**config.mk**
```make
export PLATFORM = sky130hd
export DESIGN_NAME = centered_number_glyph_renderer_unit_flat
export DESIGN_NICKNAME = d
export VERILOG_FILES = /design/src/design/cngr_pkg.sv /design/src/design/cngr_in_if.sv /design/src/design/cngr_out_if.sv /design/src/design/centered_number_glyph_renderer_unit.sv /design/src/design/cngr_seq.sv /design/src/design/cngr_digits.sv /design/src/design/cngr_font.sv /design/src/design/cngr_row.sv /design/src/flat_wrapper.sv
export SDC_FILE = /design/constraint.sdc
export NUM_CORES = 1
export LEC_CHECK = 0
export ABC_CLOCK_PERIOD_IN_PS = 10300
export BUFFER_PORTS_ARGS = -buffer_cell sky130_fd_sc_hd__buf_4
export CAP_MARGIN = 0
export CORE_ASPECT_RATIO = 1.2
export CORE_MARGIN = 1.5
export CORE_UTILIZATION = 60
export CTS_BUF_LIST = sky130_fd_sc_hd__clkbuf_4 sky130_fd_sc_hd__clkbuf_8 sky130_fd_sc_hd__clkbuf_16
export CTS_CLUSTER_SIZE = 16
export DETAILED_ROUTE_END_ITERATION = 8
export PLACE_DENSITY = 0.74
export REMOVE_ABC_BUFFERS = 1
export SLEW_MARGIN = 5
export SYNTH_ARGS = -nofsm -noshare
export SYNTH_HDL_FRONTEND = slang
export SYNTH_SLANG_ARGS = --single-unit
```
**constraint.sdc**
```tcl
create_clock -name clk -period 10.3 [get_ports clk]
set_input_delay 1.545 -clock clk [delete_from_list [all_inputs] [get_ports clk]]
set_output_delay 1.545 -clock clk [all_outputs]
set_load 0.01 [all_outputs]
```
**src/design/cngr_pkg.sv**
```systemverilog
package cngr_pkg;

	// Display and glyph geometry
	localparam int DISPLAY_WIDTH = 32;
	localparam int GLYPH_WIDTH   = 5;
	localparam int GLYPH_HEIGHT  = 7;

	localparam int DIGIT_COUNT  = 10;
	localparam int NUMBER_LIMIT = 1000;
	localparam int FONT_DEPTH   = DIGIT_COUNT * GLYPH_HEIGHT;
	localparam int ADDR_W       = $clog2(FONT_DEPTH);
	localparam int ROW_W        = $clog2(GLYPH_HEIGHT);
	localparam int PITCH        = GLYPH_WIDTH + 1;
	localparam int LINE_W       = DISPLAY_WIDTH + 3 * PITCH;

	// Reciprocal multipliers for the decimal split of values below 1024
	localparam int HUND_MUL = 41;
	localparam int HUND_SH  = 12;
	localparam int TEN_MUL  = 103;
	localparam int TEN_SH   = 10;

	// Item opcodes
	localparam logic OP_LOAD   = 1'b0;
	localparam logic OP_RENDER = 1'b1;

	// Digit count codes
	localparam logic [1:0] NDIG_ONE   = 2'd1;
	localparam logic [1:0] NDIG_TWO   = 2'd2;
	localparam logic [1:0] NDIG_THREE = 2'd3;

	// Left padding of the joined row for a given digit count
	function automatic int pad_for(input int n);
		int joined;
		joined = PITCH * n;
		return (joined <= DISPLAY_WIDTH) ? ((DISPLAY_WIDTH - joined) >> 1) : 0;
	endfunction

	localparam int PAD1 = pad_for(1);
	localparam int PAD2 = pad_for(2);
	localparam int PAD3 = pad_for(3);

	localparam logic [31:0] VIS_MASK = (DISPLAY_WIDTH >= 32) ? 32'hFFFF_FFFF :
		32'((64'd1 << DISPLAY_WIDTH) - 64'd1);

	typedef logic [3:0]             digit_t;
	typedef logic [ROW_W-1:0]       grow_t;
	typedef logic [GLYPH_WIDTH-1:0] glyph_t;
	typedef logic [ADDR_W-1:0]      faddr_t;

	// After the first split
	typedef struct packed {
		logic       opcode;
		digit_t     glyph_digit;
		logic [2:0] glyph_row;
		logic [4:0] glyph_bits;
		grow_t      row;
		logic       too_big;
		logic [1:0] ndig;
		digit_t     hund;
		logic [6:0] rem;
	} s2_t;

	// All three digits known
	typedef struct packed {
		logic       opcode;
		digit_t     glyph_digit;
		logic [2:0] glyph_row;
		logic [4:0] glyph_bits;
		grow_t      row;
		logic       too_big;
		logic [1:0] ndig;
		digit_t     hund;
		digit_t     tens;
		digit_t     units;
	} s3_t;

	// Glyph rows fetched
	typedef struct packed {
		grow_t      row;
		logic       too_big;
		logic [1:0] ndig;
		glyph_t     hund_g;
		glyph_t     tens_g;
		glyph_t     units_g;
	} s4_t;

	function automatic faddr_t font_addr(input digit_t d, input grow_t r);
		return faddr_t'(ADDR_W'(d) * ADDR_W'(GLYPH_HEIGHT) + ADDR_W'(r));
	endfunction

endpackage

```
**src/design/cngr_in_if.sv**
```systemverilog
interface cngr_in_if;
	logic       valid;
	logic       ready;
	logic       opcode;
	logic [3:0] glyph_digit;
	logic [2:0] glyph_row;
	logic [4:0] glyph_bits;
	logic [9:0] number;

	modport source (output valid, output opcode, output glyph_digit, output glyph_row,
		output glyph_bits, output number, input ready);
	modport sink (input valid, input opcode, input glyph_digit, input glyph_row,
		input glyph_bits, input number, output ready);
endinterface

```
**src/design/cngr_out_if.sv**
```systemverilog
interface cngr_out_if;
	logic        valid;
	logic        ready;
	logic [2:0]  row_index;
	logic [31:0] row_pixels;
	logic        last_row;
	logic        out_of_range;

	modport source (output valid, output row_index, output row_pixels, output last_row,
		output out_of_range, input ready);
	modport sink (input valid, input row_index, input row_pixels, input last_row,
		input out_of_range, output ready);
endinterface

```
**src/design/centered_number_glyph_renderer_unit.sv**
```systemverilog
// Centred number glyph renderer.
// Items arrive on cmd (valid/ready). A load item (opcode 0) writes one glyph row
// of one digit into the font store and gives no result. A render item (opcode 1)
// gives GLYPH_HEIGHT results on disp, one per display row, top row first, with
// last_row set on the final one and out_of_range set (blank pixels) for 1000 up.
// The first row of a render passes through the s1 to s5 registers to disp;
// later rows follow one per cycle while disp is not stalled.
// The front stage walks a render through its rows one per cycle while disp does
// not stall, holding cmd until the last row issues; a load leaves after one issue.
// The next item is taken in the cycle the previous one issues its last row.
// Five register stages sit between cmd and disp. When disp stalls, every stage
// holds its item and nothing is lost or repeated; cmd stays ready only while
// the front stage has room.
// Reset clears all valid bits and the row counter. The font store is not
// cleared: a glyph row must be loaded before any render uses it.
module centered_number_glyph_renderer_unit (
	input  logic       clk,
	input  logic       arst_n,
	cngr_in_if.sink    cmd,
	cngr_out_if.source disp
);
	import cngr_pkg::*;

	logic adv;
	logic valid_s2;
	logic valid_s3;
	logic valid_s4;
	s2_t  data_s2;
	s3_t  data_s3;
	s4_t  data_s4;

	// Advance the whole pipeline unless the output register is stuck
	assign adv = !disp.valid || disp.ready;

	cngr_seq u_seq (
		.clk      (clk),
		.arst_n   (arst_n),
		.adv      (adv),
		.cmd      (cmd),
		.valid_s2 (valid_s2),
		.data_s2  (data_s2)
	);

	cngr_digits u_digits (
		.clk      (clk),
		.arst_n   (arst_n),
		.adv      (adv),
		.valid_s2 (valid_s2),
		.data_s2  (data_s2),
		.valid_s3 (valid_s3),
		.data_s3  (data_s3)
	);

	cngr_font u_font (
		.clk      (clk),
		.arst_n   (arst_n),
		.adv      (adv),
		.valid_s3 (valid_s3),
		.data_s3  (data_s3),
		.valid_s4 (valid_s4),
		.data_s4  (data_s4)
	);

	cngr_row u_row (
		.clk      (clk),
		.arst_n   (arst_n),
		.adv      (adv),
		.valid_s4 (valid_s4),
		.data_s4  (data_s4),
		.disp     (disp)
	);

	// Rows of one frame follow each other without a gap once taken
	a_rows_in_order: assert property (@(posedge clk) disable iff (!arst_n)
		disp.valid && disp.ready && !disp.last_row |=>
			disp.valid && disp.row_index == 3'($past(disp.row_index) + 3'd1) &&
			disp.out_of_range == $past(disp.out_of_range))
		else $error("frame rows out of order");

	// A new frame starts at the top row
	a_frame_start: assert property (@(posedge clk) disable iff (!arst_n)
		disp.valid && disp.ready && disp.last_row |=>
			!disp.valid || disp.row_index == 3'd0)
		else $error("frame does not start at row zero");

	// Out-of-range rows are blank
	a_blank_rows: assert property (@(posedge clk) disable iff (!arst_n)
		disp.valid && disp.out_of_range |-> disp.row_pixels == 32'd0)
		else $error("out-of-range row not blank");

	// No item is taken into a full front stage while the pipeline is stalled
	a_front_busy: assert property (@(posedge clk) disable iff (!arst_n)
		valid_s2 && !adv |-> !cmd.ready || !u_seq.valid_s1)
		else $error("item taken while front stage stalled");

endmodule

```
**src/design/cngr_seq.sv**
```systemverilog
module cngr_seq (
	input  logic          clk,
	input  logic          arst_n,
	input  logic          adv,
	cngr_in_if.sink       cmd,
	output logic          valid_s2,
	output cngr_pkg::s2_t data_s2
);
	import cngr_pkg::*;

	logic       valid_s1;
	logic       opcode_s1;
	digit_t     glyph_digit_s1;
	logic [2:0] glyph_row_s1;
	logic [4:0] glyph_bits_s1;
	logic [9:0] number_s1;
	grow_t      row_q;

	logic       done;
	logic       take;
	logic [15:0] hund_prod;
	digit_t     hund;
	s2_t        nxt;

	// A load leaves after one issue, a render after its last row
	assign done = (opcode_s1 == OP_LOAD) || (row_q == grow_t'(GLYPH_HEIGHT - 1));
	assign cmd.ready = !valid_s1 || (adv && done);
	assign take = cmd.valid && cmd.ready;

	// Hold the item and step through its rows
	always_ff @(posedge clk or negedge arst_n) begin
		if (!arst_n) begin
			valid_s1 <= 1'b0;
			row_q    <= '0;
		end else if (take) begin
			valid_s1 <= 1'b1;
			row_q    <= '0;
		end else if (adv && valid_s1) begin
			if (done) begin
				valid_s1 <= 1'b0;
			end else begin
				row_q <= row_q + grow_t'(1);
			end
		end
	end

	always_ff @(posedge clk) begin
		if (take) begin
			opcode_s1      <= cmd.opcode;
			glyph_digit_s1 <= cmd.glyph_digit;
			glyph_row_s1   <= cmd.glyph_row;
			glyph_bits_s1  <= cmd.glyph_bits;
			number_s1      <= cmd.number;
		end
	end

	// Split off the hundreds digit
	assign hund_prod = 16'(number_s1) * 16'(HUND_MUL);
	assign hund      = digit_t'(hund_prod >> HUND_SH);

	always_comb begin
		nxt.opcode      = opcode_s1;
		nxt.glyph_digit = glyph_digit_s1;
		nxt.glyph_row   = glyph_row_s1;
		nxt.glyph_bits  = glyph_bits_s1;
		nxt.row         = row_q;
		nxt.too_big     = number_s1 >= 10'(NUMBER_LIMIT);
		nxt.hund        = hund;
		nxt.rem         = 7'(number_s1 - 10'(10'(hund) * 10'd100));
		if (number_s1 >= 10'd100) begin
			nxt.ndig = NDIG_THREE;
		end else if (number_s1 >= 10'd10) begin
			nxt.ndig = NDIG_TWO;
		end else begin
			nxt.ndig = NDIG_ONE;
		end
	end

	always_ff @(posedge clk or negedge arst_n) begin
		if (!arst_n) begin
			valid_s2 <= 1'b0;
		end else if (adv) begin
			valid_s2 <= valid_s1;
		end
	end

	always_ff @(posedge clk) begin
		if (adv && valid_s1) begin
			data_s2 <= nxt;
		end
	end

endmodule

```
**src/design/cngr_digits.sv**
```systemverilog
module cngr_digits (
	input  logic          clk,
	input  logic          arst_n,
	input  logic          adv,
	input  logic          valid_s2,
	input  cngr_pkg::s2_t data_s2,
	output logic          valid_s3,
	output cngr_pkg::s3_t data_s3
);
	import cngr_pkg::*;

	logic [13:0] tens_prod;
	digit_t      tens;
	digit_t      units;
	s3_t         nxt;

	// Split the remainder into tens and units
	assign tens_prod = 14'(data_s2.rem) * 14'(TEN_MUL);
	assign tens      = digit_t'(tens_prod >> TEN_SH);
	assign units     = digit_t'(data_s2.rem - 7'(7'(tens) * 7'd10));

	always_comb begin
		nxt.opcode      = data_s2.opcode;
		nxt.glyph_digit = data_s2.glyph_digit;
		nxt.glyph_row   = data_s2.glyph_row;
		nxt.glyph_bits  = data_s2.glyph_bits;
		nxt.row         = data_s2.row;
		nxt.too_big     = data_s2.too_big;
		nxt.ndig        = data_s2.ndig;
		// park the fetches on digit zero for blank rows
		if (data_s2.too_big) begin
			nxt.hund  = '0;
			nxt.tens  = '0;
			nxt.units = '0;
		end else begin
			nxt.hund  = data_s2.hund;
			nxt.tens  = tens;
			nxt.units = units;
		end
	end

	always_ff @(posedge clk or negedge arst_n) begin
		if (!arst_n) begin
			valid_s3 <= 1'b0;
		end else if (adv) begin
			valid_s3 <= valid_s2;
		end
	end

	always_ff @(posedge clk) begin
		if (adv && valid_s2) begin
			data_s3 <= nxt;
		end
	end

endmodule

```
**src/design/cngr_font.sv**
```systemverilog
module cngr_font (
	input  logic          clk,
	input  logic          arst_n,
	input  logic          adv,
	input  logic          valid_s3,
	input  cngr_pkg::s3_t data_s3,
	output logic          valid_s4,
	output cngr_pkg::s4_t data_s4
);
	import cngr_pkg::*;

	// One copy of the font per digit position, so a row reads all three at once
	glyph_t font_h_q [FONT_DEPTH];
	glyph_t font_t_q [FONT_DEPTH];
	glyph_t font_u_q [FONT_DEPTH];

	glyph_t     hund_g_s4;
	glyph_t     tens_g_s4;
	glyph_t     units_g_s4;
	grow_t      row_s4;
	logic       too_big_s4;
	logic [1:0] ndig_s4;

	logic   wr_en;
	faddr_t wr_addr;
	glyph_t wr_data;
	logic   is_render;

	assign is_render = data_s3.opcode == OP_RENDER;
	assign wr_en = adv && valid_s3 && !is_render &&
		(data_s3.glyph_digit < digit_t'(DIGIT_COUNT)) &&
		(int'(data_s3.glyph_row) < GLYPH_HEIGHT);
	assign wr_addr = font_addr(data_s3.glyph_digit, grow_t'(data_s3.glyph_row));
	assign wr_data = glyph_t'(data_s3.glyph_bits);

	// Write all copies in item order with the reads
	always_ff @(posedge clk) begin
		if (wr_en) begin
			font_h_q[wr_addr] <= wr_data;
			font_t_q[wr_addr] <= wr_data;
			font_u_q[wr_addr] <= wr_data;
		end
	end

	// Registered reads, held on stall
	always_ff @(posedge clk) begin
		if (adv && valid_s3 && is_render) begin
			hund_g_s4  <= font_h_q[font_addr(data_s3.hund, data_s3.row)];
			tens_g_s4  <= font_t_q[font_addr(data_s3.tens, data_s3.row)];
			units_g_s4 <= font_u_q[font_addr(data_s3.units, data_s3.row)];
			row_s4     <= data_s3.row;
			too_big_s4 <= data_s3.too_big;
			ndig_s4    <= data_s3.ndig;
		end
	end

	// Drop load items here
	always_ff @(posedge clk or negedge arst_n) begin
		if (!arst_n) begin
			valid_s4 <= 1'b0;
		end else if (adv) begin
			valid_s4 <= valid_s3 && is_render;
		end
	end

	assign data_s4 = '{row: row_s4, too_big: too_big_s4, ndig: ndig_s4,
		hund_g: hund_g_s4, tens_g: tens_g_s4, units_g: units_g_s4};

endmodule

```
**src/design/cngr_row.sv**
```systemverilog
module cngr_row (
	input  logic          clk,
	input  logic          arst_n,
	input  logic          adv,
	input  logic          valid_s4,
	input  cngr_pkg::s4_t data_s4,
	cngr_out_if.source    disp
);
	import cngr_pkg::*;

	logic              valid_s5;
	logic [2:0]        row_index_s5;
	logic [31:0]       row_pixels_s5;
	logic              last_row_s5;
	logic              out_of_range_s5;

	logic [LINE_W-1:0] h_w;
	logic [LINE_W-1:0] t_w;
	logic [LINE_W-1:0] u_w;
	logic [LINE_W-1:0] line;
	logic [31:0]       pixels;

	assign h_w = LINE_W'(data_s4.hund_g);
	assign t_w = LINE_W'(data_s4.tens_g);
	assign u_w = LINE_W'(data_s4.units_g);

	// Place the glyph rows at the centred offsets for this digit count
	always_comb begin
		case (data_s4.ndig)
			NDIG_ONE:   line = u_w << PAD1;
			NDIG_TWO:   line = (t_w << PAD2) | (u_w << (PAD2 + PITCH));
			NDIG_THREE: line = (h_w << PAD3) | (t_w << (PAD3 + PITCH)) |
				(u_w << (PAD3 + 2 * PITCH));
			default:    line = '0;
		endcase
	end

	assign pixels = data_s4.too_big ? 32'd0 : (32'(line) & VIS_MASK);

	always_ff @(posedge clk or negedge arst_n) begin
		if (!arst_n) begin
			valid_s5 <= 1'b0;
		end else if (adv) begin
			valid_s5 <= valid_s4;
		end
	end

	always_ff @(posedge clk) begin
		if (adv && valid_s4) begin
			row_index_s5    <= 3'(data_s4.row);
			row_pixels_s5   <= pixels;
			last_row_s5     <= data_s4.row == grow_t'(GLYPH_HEIGHT - 1);
			out_of_range_s5 <= data_s4.too_big;
		end
	end

	assign disp.valid        = valid_s5;
	assign disp.row_index    = row_index_s5;
	assign disp.row_pixels   = row_pixels_s5;
	assign disp.last_row     = last_row_s5;
	assign disp.out_of_range = out_of_range_s5;

endmodule
```
**src/flat_wrapper.sv**
```systemverilog
// flat-port wrapper written by rule: the top's interface ports become plain ports
module centered_number_glyph_renderer_unit_flat import cngr_pkg::*;
  (clk, arst_n, cmd_valid, cmd_opcode, cmd_glyph_digit, cmd_glyph_row, cmd_glyph_bits, cmd_number, cmd_ready, disp_valid, disp_row_index, disp_row_pixels, disp_last_row, disp_out_of_range, disp_ready);
  cngr_in_if cmd_i ();
  cngr_out_if disp_i ();
  input  logic clk;
  input  logic arst_n;
  input wire logic [$bits(cmd_i.valid)-1:0] cmd_valid;
  input wire logic [$bits(cmd_i.opcode)-1:0] cmd_opcode;
  input wire logic [$bits(cmd_i.glyph_digit)-1:0] cmd_glyph_digit;
  input wire logic [$bits(cmd_i.glyph_row)-1:0] cmd_glyph_row;
  input wire logic [$bits(cmd_i.glyph_bits)-1:0] cmd_glyph_bits;
  input wire logic [$bits(cmd_i.number)-1:0] cmd_number;
  output wire logic [$bits(cmd_i.ready)-1:0] cmd_ready;
  output wire logic [$bits(disp_i.valid)-1:0] disp_valid;
  output wire logic [$bits(disp_i.row_index)-1:0] disp_row_index;
  output wire logic [$bits(disp_i.row_pixels)-1:0] disp_row_pixels;
  output wire logic [$bits(disp_i.last_row)-1:0] disp_last_row;
  output wire logic [$bits(disp_i.out_of_range)-1:0] disp_out_of_range;
  input wire logic [$bits(disp_i.ready)-1:0] disp_ready;
  assign cmd_i.valid = cmd_valid;
  assign cmd_i.opcode = cmd_opcode;
  assign cmd_i.glyph_digit = cmd_glyph_digit;
  assign cmd_i.glyph_row = cmd_glyph_row;
  assign cmd_i.glyph_bits = cmd_glyph_bits;
  assign cmd_i.number = cmd_number;
  assign cmd_ready = cmd_i.ready;
  assign disp_valid = disp_i.valid;
  assign disp_row_index = disp_i.row_index;
  assign disp_row_pixels = disp_i.row_pixels;
  assign disp_last_row = disp_i.last_row;
  assign disp_out_of_range = disp_i.out_of_range;
  assign disp_i.ready = disp_ready;
  centered_number_glyph_renderer_unit u_core (.clk(clk), .arst_n(arst_n), .cmd(cmd_i), .disp(disp_i));
endmodule
```
==> metrics.md <==
| Metric | Value |
|---|---|
| Status | finished clean |
| Synth top area cells | edfxtp_1, mux4_2, ha_1 |
| Hold Path Cell Cnt | 0 |
| Mean post-synth cell area | 15.7 um^2 |
| Clock Skews | 0.0172 ns |
| Yosys cell types | 56 |
| CP arrival | 5.77 ns |
| Yosys top cell by area | edfxtp_1 |
| Main synth FF type | edfxtp_1 |
| Core ar. | 45,800 um^2 |
| CTS buffer count | 50 |
| DP Area | 28,700 um^2 |
| Tcrit/Tclk final | 52.7% |
| Top-count cell post-synth | edfxtp_1 |
| Drt via density | 7.11 |
| Post-synthesis sequential area ratio | 52.2% |
| Flops & latches, synth | 485 |
| Post-synth top cells | edfxtp_1, mux4_2, ha_1 |
| RSZ-0062 raised after global routing | no |
| Measured slew at the worst slew-check pin | 1.17 ns |
| Wire per inst | 31.3 um |
| Overall die area | 47,700 um^2 |
| Layout cells sized above 1 | 26.2% |
| Synthesis Warnings | 0 |
| Bufs and invs on worst path | 2 |
| R2r worst-path depth | 10 |
| Dpl hpwl | 51,000 um |
| CTS tree | done |
| Clk slew on worst S/H paths | 0.06 ns |
| # rows | 86 |
| GRT Overall Usage | 33.6% |
| Crit path kind | reg -> reg |
| Max_cap viols | 0 |
| CTS root buf | clkbuf_16 |
| Clk buf depth | 3 |
| Final hold violation count | 0 |
| Required @ worst endpoint | 10.63 ns |
| Final wirelength | 77,000 um |
| Area Growth Syn to Fin | 9.59% |
| Starting Density | 60.7% |
| Design area | 30,500 um^2 |
| Port Buf Inserts | 50 |
| Detail Route Antenna Nets | 0 |
| Fin crit period | 5.43 ns |
| Initial antenna violation count | 3 |
| Slew headroom | 21.9% |
| Slowest Stage Delay on Critical Path | 1.19 ns |
| Post-synthesis cell count | 1,770 |
| Slowest CP cell | fa_4 |
| Gpl congestion | 1.15 |
| Final setup violation count | 0 |
| Hold Crit Class | reg -> reg |
| Pre-Repair DR Iteration Count | 5 |
| I/O pin count | 66 |
| Netlist Area Pre-Place | 27,800 um^2 |
| Ys async rst share | 1.65% |
| Min-Delay Endpoint | u_core.u_digits.data_s3[30] |
| DRT iter0 DRCs | 2,234 |
| FF-to-FF setup slack | 4.87 ns |
| Drt drc | 0 |
| RR Startpoint | u_core.u_digits.data_s3[4] |
| Setup TNS | 0 ns |
| Setup crit start kind | flip-flop |
| DIE HEIGHT | 239 um |
| Proportion of netlist area held by the largest area contributor | 51.5% |
| Largest net degree at the start of global routing | 71 |
| Critical Path Sink Type | flip-flop |
| CP top delay family | adder cells |
| Worst-path fanout max | 45 |
| Postcts setup bufs | 0 |
| Worst path cell trace | fa_1 -> inv_1 -> fa_1 -> fa_4 -> buf_4 -> mux4_2 -> mux2i_1 -> mux4_2 -> and3_1 -> a211oi_1 |
| Number of global-route vias before repair | 17.4k |
| Fmax | 184 MHz |
| H-tree depth | 2 |
| Cts hold-fix bufs | 0 |
| Slew Viols, Final | 0 |
| Number of flops mapped to enable cells by yosys | 477 |
| Die width | 200 um |
| Final global-route overflow total | 0 |
| Worst r2r dst | u_core.u_font.tens_g_s4[3] |
| Global-route wire length before repair | 114,000 um |
| Vias | 17.5k |
| CTS Sinks | 485 |
| Resized cells post-CTS | 0 |
| Hold_sp | u_core.u_seq.data_s2[29] |
| Later-pin clock latency in the skew report | 0.61 ns |
| Nets@finish | 1,990 |
==> registers in the layout, summed over array words and instances (netlist names), 2 cells and up <==
register	count
u_core.u_digits.data_s3	31
u_core.u_font.font_t_q	320
u_core.u_font.font_u_q	30
u_core.u_font.hund_g_s4	5
u_core.u_font.ndig_s4	2
u_core.u_font.row_s4	3
u_core.u_font.tens_g_s4	5
u_core.u_font.units_g_s4	5
u_core.u_row.disp.row_index	3
u_core.u_row.disp.row_pixels	17
u_core.u_seq.data_s2	30
u_core.u_seq.glyph_bits_s1	5
u_core.u_seq.glyph_digit_s1	4
u_core.u_seq.glyph_row_s1	3
u_core.u_seq.number_s1	10
u_core.u_seq.row_q	3
==> per-stage QoR <==
step	hold slack, ns	util [%]	setup slack (ns)	std cells
after CTS	0.419	66.5	5.06	2461
after global routing	0.423	66.5	4.74	2461
after global placement	0.401	62.7	5.10	2367
after detailed placement	0.405	62.7	5.01	2367
after floorplan	0.400	-	4.87	1668
final	0.416	66.5	4.87	2464
==> metal layers <==
layer / global-route usage (%) / vias to the layer above / wire (um)
met5: 0 / - / 32
met4: 20.9 / 4 / 5510
met3: 9.71 / 261 / 8930
met2: 52.3 / 1261 / 37000
met1: 41.5 / 8837 / 25600
li1: - / 7161 / -
==> how the worst max path moves through the flow <==
stage	slack, ns	to	depth (start not counted)	from
finish	4.87	u_core.u_font.tens_g_s4[3]	10	u_core.u_digits.data_s3[4]
global route	4.74	u_core.u_font.font_u_q[14][1]	12	u_core.u_digits.data_s3[27]
CTS	5.06	u_core.u_font.font_t_q[11][4]	12	u_core.u_digits.data_s3[27]
detailed placement	5.01	u_core.u_font.font_u_q[14][2]	12	u_core.u_digits.data_s3[27]
global placement	5.10	u_core.u_font.tens_g_s4[3]	10	u_core.u_digits.data_s3[4]
floorplan	4.87	u_core.u_font.hund_g_s4[3]	6	u_core.u_digits.data_s3[8]
==> placed cells by master, fill, tap and decap left out, types with 13 or more instances in the layout <==
cell type	synthesis	final
edfxtp_1	477	477
mux4_2	248	248
nand2_1	121	121
ha_1	126	121
inv_1	84	84
buf_4	36	83
a21oi_1	67	67
nor3_1	61	61
nor2_1	55	55
clkbuf_16	0	53
mux2i_1	43	43
mux2_2	34	34
fa_1	34	31
a31oi_1	28	28
a211oi_1	26	26
nor3b_1	24	24
nor2b_1	21	21
nand2b_1	21	21
o22ai_1	20	20
xnor2_1	17	17
xor2_1	17	16
conb_1	1	15
a21o_1	13	13
==> final cells by class <==
cell class	count	area, um^2
Timing Repair Buffer	83	623
Clock inverter	35	358
Clock buffer	59	1380
Inverter	84	315
Multi-Input combinational cell	1099	12500
Sequential cell	485	14500
Antenna cell	3	7.51
Fill cell	3187	15400
Tap cell	616	771
==> cells by family (layout without fill, tap and decap cells) <==
kind of cell / count (synthesis) / after routing / synth area share (%)
adders and majority gates: 160 / 160 / 8.12
muxes: 335 / 335 / 23.9
DFF: 485 / 485 / 52.2
other: 1 / 18 / 0.0135
xor gates and xnor gates: 41 / 41 / 1.52
and+or+nand+nor: 340 / 340 / 5.89
buffers and inverters: 200 / 261 / 3.36
AOI/OAI and AO/OA: 208 / 208 / 4.94
==> worst reg2reg max path: cells and delay by family, from the launching register on <==
kind | cells | cell delay, ns
AOI/OAI and AO/OA | 1 | 0.46
adders and majority gates | 3 | 2.29
buffers and inverters | 2 | 0.72
DFF | 1 | 0.48
muxes | 3 | 0.96
and+or+nand+nor | 1 | 0.25
Power is left out: the tool's default activity adds up to more than one toggle a clock period on the data nets, which glitch-free logic cannot reach.
